`src/hw/rtl/cmis_pkg.sv`:
```
// Package: shared constants, codes and control structs of the cross mean image sampler.
package cmis_pkg;

    localparam int MAX_WIDTH  = 256;
    localparam int MAX_HEIGHT = 256;

    localparam int COORD_W    = 8;
    localparam int CHAN_W     = 8;
    localparam int PIX_W      = 3 * CHAN_W;
    localparam int SIZE_W     = 9;
    localparam int CFG_IDX_W  = 2;
    localparam int CFG_DATA_W = 9;
    localparam int ADDR_W     = $clog2(MAX_WIDTH * MAX_HEIGHT);
    localparam int DEPTH      = MAX_WIDTH * MAX_HEIGHT;

    // Five channel values of at most 255 each sum to at most 1275.
    localparam int SUM_W      = 11;
    // floor(x / 5) == (x * 1639) >> 13 for every x up to 1275.
    localparam int RECIP_W    = 11;
    localparam int RECIP      = 1639;
    localparam int RECIP_SH   = 13;

    localparam logic [CFG_IDX_W-1:0] CFG_IMAGE_WIDTH  = 2'd0;
    localparam logic [CFG_IDX_W-1:0] CFG_IMAGE_HEIGHT = 2'd1;
    localparam logic [CFG_IDX_W-1:0] CFG_SAMPLE_MODE  = 2'd2;

    localparam logic REQ_WRITE  = 1'b0;
    localparam logic REQ_SAMPLE = 1'b1;

    localparam logic MODE_NEAREST = 1'b0;
    localparam logic MODE_CROSS   = 1'b1;

    typedef enum logic [2:0] {
        PT_CENTER = 3'd0,
        PT_UP     = 3'd1,
        PT_DOWN   = 3'd2,
        PT_LEFT   = 3'd3,
        PT_RIGHT  = 3'd4
    } pt_t;

    typedef struct packed {
        logic load_req;
        logic mem_write;
        pt_t  rd_point;
        logic acc_en;
        logic load_out;
    } cmd_t;

    typedef struct packed {
        logic is_write;
        logic in_image;
        logic cross_mode;
        logic out_busy;
    } status_t;

endpackage

```
`src/hw/rtl/cmis_ctrl.sv`:
```
// Controller: sequences pixel writes and the point reads of one sample.
module cmis_ctrl (
    input  logic              clk,
    input  logic              rst_n,
    input  logic              in_valid,
    output logic              in_ready,
    input  cmis_pkg::status_t status,
    output cmis_pkg::cmd_t    cmd
);
    import cmis_pkg::*;

    typedef enum logic [4:0] {
        S_IDLE  = 5'b00001,
        S_START = 5'b00010,
        S_READ  = 5'b00100,
        S_LAST  = 5'b01000,
        S_DONE  = 5'b10000
    } state_t;

    state_t state_reg, state_next;
    pt_t    pt_reg, pt_next;

    always_ff @(posedge clk or negedge rst_n)
    begin
        if (!rst_n)
        begin
            state_reg <= S_IDLE;
            pt_reg    <= PT_CENTER;
        end
        else
        begin
            state_reg <= state_next;
            pt_reg    <= pt_next;
        end
    end

    always_comb
    begin
        state_next   = state_reg;
        pt_next      = pt_reg;
        in_ready     = 1'b0;
        cmd.load_req  = 1'b0;
        cmd.mem_write = 1'b0;
        cmd.rd_point  = pt_reg;
        cmd.acc_en    = 1'b0;
        cmd.load_out  = 1'b0;
        unique case (state_reg)
            S_IDLE:
            begin
                in_ready     = 1'b1;
                cmd.load_req = in_valid;
                if (in_valid)
                begin
                    state_next = S_START;
                end
            end
            S_START:
            begin
                cmd.rd_point = PT_CENTER;
                if (status.is_write)
                begin
                    // drop writes outside the configured size
                    cmd.mem_write = status.in_image;
                    state_next    = S_IDLE;
                end
                else if (!status.in_image)
                begin
                    state_next = S_DONE;
                end
                else if (status.cross_mode)
                begin
                    pt_next    = PT_UP;
                    state_next = S_READ;
                end
                else
                begin
                    state_next = S_LAST;
                end
            end
            S_READ:
            begin
                // issue this point, accumulate the previous one
                cmd.acc_en = 1'b1;
                unique case (pt_reg)
                    PT_UP:    pt_next = PT_DOWN;
                    PT_DOWN:  pt_next = PT_LEFT;
                    PT_LEFT:  pt_next = PT_RIGHT;
                    default:  pt_next = PT_CENTER;
                endcase
                if (pt_reg == PT_RIGHT)
                begin
                    state_next = S_LAST;
                end
            end
            S_LAST:
            begin
                cmd.acc_en = 1'b1;
                state_next = S_DONE;
            end
            S_DONE:
            begin
                // hold until the output register is free
                if (!status.out_busy)
                begin
                    cmd.load_out = 1'b1;
                    state_next   = S_IDLE;
                end
            end
            default:
            begin
                state_next = S_IDLE;
            end
        endcase
    end

endmodule

```
`config.mk`:
```
export PLATFORM = sky130hd
export DESIGN_NAME = cmis_ctrl
export DESIGN_NICKNAME = d
export VERILOG_FILES = /design/src/hw/rtl/cmis_pkg.sv /design/src/hw/rtl/cmis_ctrl.sv
export SDC_FILE = /design/constraint.sdc
export NUM_CORES = 1
export LEC_CHECK = 0
export ABC_AREA = 1
export BUFFER_PORTS_ARGS = -buffer_cell sky130_fd_sc_hd__buf_2
export CORE_AREA = 2 2 39 41
export CTS_CLUSTER_DIAMETER = 40
export DETAILED_ROUTE_END_ITERATION = 16
export DIE_AREA = 0 0 41 43
export PLACE_DENSITY = 0.69
export SLEW_MARGIN = 20
export SYNTH_ARGS = -nofsm -noshare
export SYNTH_HDL_FRONTEND = slang
export SYNTH_SLANG_ARGS = --single-unit
```
`constraint.sdc`:
```
create_clock -name clk -period 3.1 [get_ports clk]
set_input_delay 0.62 -clock clk [delete_from_list [all_inputs] [get_ports clk]]
set_output_delay 0.62 -clock clk [all_outputs]
set_load 0.1 [all_outputs]
```
==> results.py <==
metrics = {
    "outcome": {
        "outcome": "finished, final reports clean",
    },
    "worst_setup_path": {
        "cpLargestDelayFamily": "flip-flops",
        "critPathRequiredTime_ns": 2.48,
        "worstPathBufferInverterCount": 2,
        "reg2regPathDepth": 6,
        "r2r_start": "state_reg[0]",
        "cp_slowest_stage_delay_ns": 0.53,
        "arrival_ns": 1.70,
        "cp_cell_sequence": "inv_1 -> nor2_1 -> nand2_2 -> nor3_2 -> buf_2",
        "critical_path.endpoint_type": "primary output",
        "reg2reg_slack_ns": 1.83,
        "timing.critical_path.from_type": "flop",
        "worst-path-max-fanout": 4,
        "timing.critical_path.slowest_stage_cell": "sky130_fd_sc_hd__dfstp_2",
        "r2r-end": "state_reg[3]",
        "timing_worst_setup_path_type": "flop to primary output",
    },
    "finish": {
        "antenna_cells_inserted": 0,
        "largest_reg_flops": 5,
        "layout.filler_cells": 141,
        "fin_nets": 103,
        "drive_gt1_share_pct": 30.5,
        "syn_to_final_growth_pct": 23.4,
    },
    "timing": {
        "setup_repair_after_global_routing_missed_its_margin": "no",
        "period_needed_ns": 2.32,
        "finalClockSkew_ns": 0.0118,
        "final_max_slew_viol_count": 0,
        "final.period_utilization_pct": 74.9,
        "fmax_ghz": 0.431,
        "hold_viol_final": 0,
        "timing.slew.headroom_pct": 67.8,
        "setup-violations-final": 0,
        "setup_total_negative_slack_ns": 0,
        "worst_slew_pin_slew_ns": 0.486,
    },
    "yosys": {
        "syn_area_um2": 519,
        "synth_top_flop_cell": "sky130_fd_sc_hd__dfrtp_1",
        "post-synth-top-count-cell": "sky130_fd_sc_hd__nor2_1",
        "syn_area_per_cell_um2": 6.74,
        "post-synth-top-area-cell": "sky130_fd_sc_hd__dfrtp_1",
        "synth_edf_count": 0,
        "synth_top_area_share_pct": 33.7,
        "largest_cells_by_area_after_synthesis": "sky130_fd_sc_hd__dfrtp_1 (34%), sky130_fd_sc_hd__nor2_1 (12%), sky130_fd_sc_hd__inv_1 (8.7%), sky130_fd_sc_hd__nand2_1 (8.0%), sky130_fd_sc_hd__nand3_1 (7.7%)",
        "yosysUniqueCellTypes": 17,
        "netlist_instances": 77,
        "yosysWarningCount": 0,
        "post_synth_top_cells": "sky130_fd_sc_hd__nor2_1 (16), sky130_fd_sc_hd__inv_1 (12), sky130_fd_sc_hd__nand2_1 (11)",
        "syn_nets": 84,
        "synth_async_sr_flop_share_pct": 100,
        "sequential_cell_area_fraction_in_the_yosys_report_pct": 38.8,
        "synth-seq-cells": 8,
    },
    "clock_tree": {
        "cells_resized_by_post_cts_repair": 0,
        "tritoncts_buffers": 3,
        "cts-hold-fix-buffers": 0,
        "clockRootBuffer": "sky130_fd_sc_hd__clkbuf_4",
        "clk_pin_slew_worst_paths_ns": 0.06,
        "htree_levels": 1,
        "cts_buffer_depth": 2,
        "tritoncts_clock_tree": "built",
        "clock_latency_ns": 0.26,
        "cts_setup_buffers": 0,
        "clock_sink_count": 8,
    },
    "worst_hold_path": {
        "hp-class": "input pin to async pin",
    },
    "die": {
        "row_count": 14,
        "initial_util_pct": 37.5,
        "io-pin-count": 15,
        "die-width_um": 41,
        "core_region_area_um2": 1380,
        "dieArea_um2": 1760,
        "chipHeight_um": 43,
    },
    "placement": {
        "finalWeightedCongestion": 0.878,
        "hpwl_um": 841,
        "port_buffers": 14,
    },
    "drt": {
        "detail_route.wl_per_cell_um": 9.16,
        "routed_via_density": 4.73,
        "dr.pass1.iters": 4,
        "first_iter_violations": 11,
        "drtAntennaViolNets": 0,
        "via_count": 525,
        "route.final.wire_length_um": 1020,
        "drc": 0,
    },
    "global_routing": {
        "grt_use_total_pct": 14.5,
        "maximum_number_of_pins_on_one_net_before_global_route_repair": 9,
        "first_pass_grt_wire_length_um": 1690,
        "grt.overflow.total": 0,
        "via_count_of_the_first_global_routing_pass": 448,
        "grt_antenna_before_repair": 0,
    },
    "job": {
        "drv.max_cap_violation_count": 0,
    },
}
logic make-up (layout without fill, tap and decap cells):
family          after synthesis  in the layout  share of synthesized area (%)
compound gates                7              7                           7.23
buf+inv                      15             33                           11.1
flops                         8              8                           38.8
simple gates                 47             47                           42.9
area by class of cell:
class | count | area, um^2 | area share [%]
inverters | 15 | 57.6 | 8.98
well taps | 16 | 20.0 | 3.13
flip-flops and latches | 8 | 201 | 31.4
clock buffers | 4 | 26.3 | 4.10
repair buffers | 14 | 70.1 | 10.9
multi-input cells | 54 | 265 | 41.4
metal layers:
layer | up-vias | GRT usage, % | wire, um
li1 | 274 | - | -
met1 | 234 | 18.9 | 463
met2 | 13 | 20.3 | 491
met3 | 4 | 1.57 | 25
met4 | 0 | 12.0 | 36
met5 | - | 0 | 0
through the flow:
step / setup WS, ns / util (%) / std cells / area [um^2] / hold WS (ns)
6_report: 0.779 / 46.3 / 111 / 641 / 0.191
5_1_grt: 0.660 / 46.3 / 111 / 641 / 0.187
4_1_cts: 0.754 / 46.3 / 111 / 641 / 0.195
3_5_place_dp: 1.01 / 44.4 / 107 / 614 / 0.475
3_3_place_gp: 1.01 / 44.4 / 107 / 614 / 0.477
2_1_floorplan: 0.417 / - / 77 / 524 / 0.324
cell usage in the layout (no fill, tap or decap), drive strengths merged:
cell	count
dfrtp	7
buf	14
a21oi	1
o211ai	1
nor2	20
nand2	14
nand4	1
dfstp	1
clkbuf	4
nand3	8
o21ai	5
and2	1
nor3	3
clkinv	1
inv	14
worst max path at each step:
stage / cells after the start / startpoint / slack (ns) / end
after floorplan: 7 / state_reg[3] / 0.42 / cmd[5]
after global placement: 5 / status[0] / 1.01 / cmd[6]
after detailed placement: 5 / status[0] / 1.01 / cmd[6]
after CTS: 5 / state_reg[0] / 0.75 / cmd[6]
after global routing: 7 / state_reg[0] / 0.66 / cmd[6]
final: 5 / state_reg[0] / 0.78 / cmd[6]
Power is left out: the tool's default activity adds up to more than one toggle a clock period on the data nets, which glitch-free logic cannot reach.
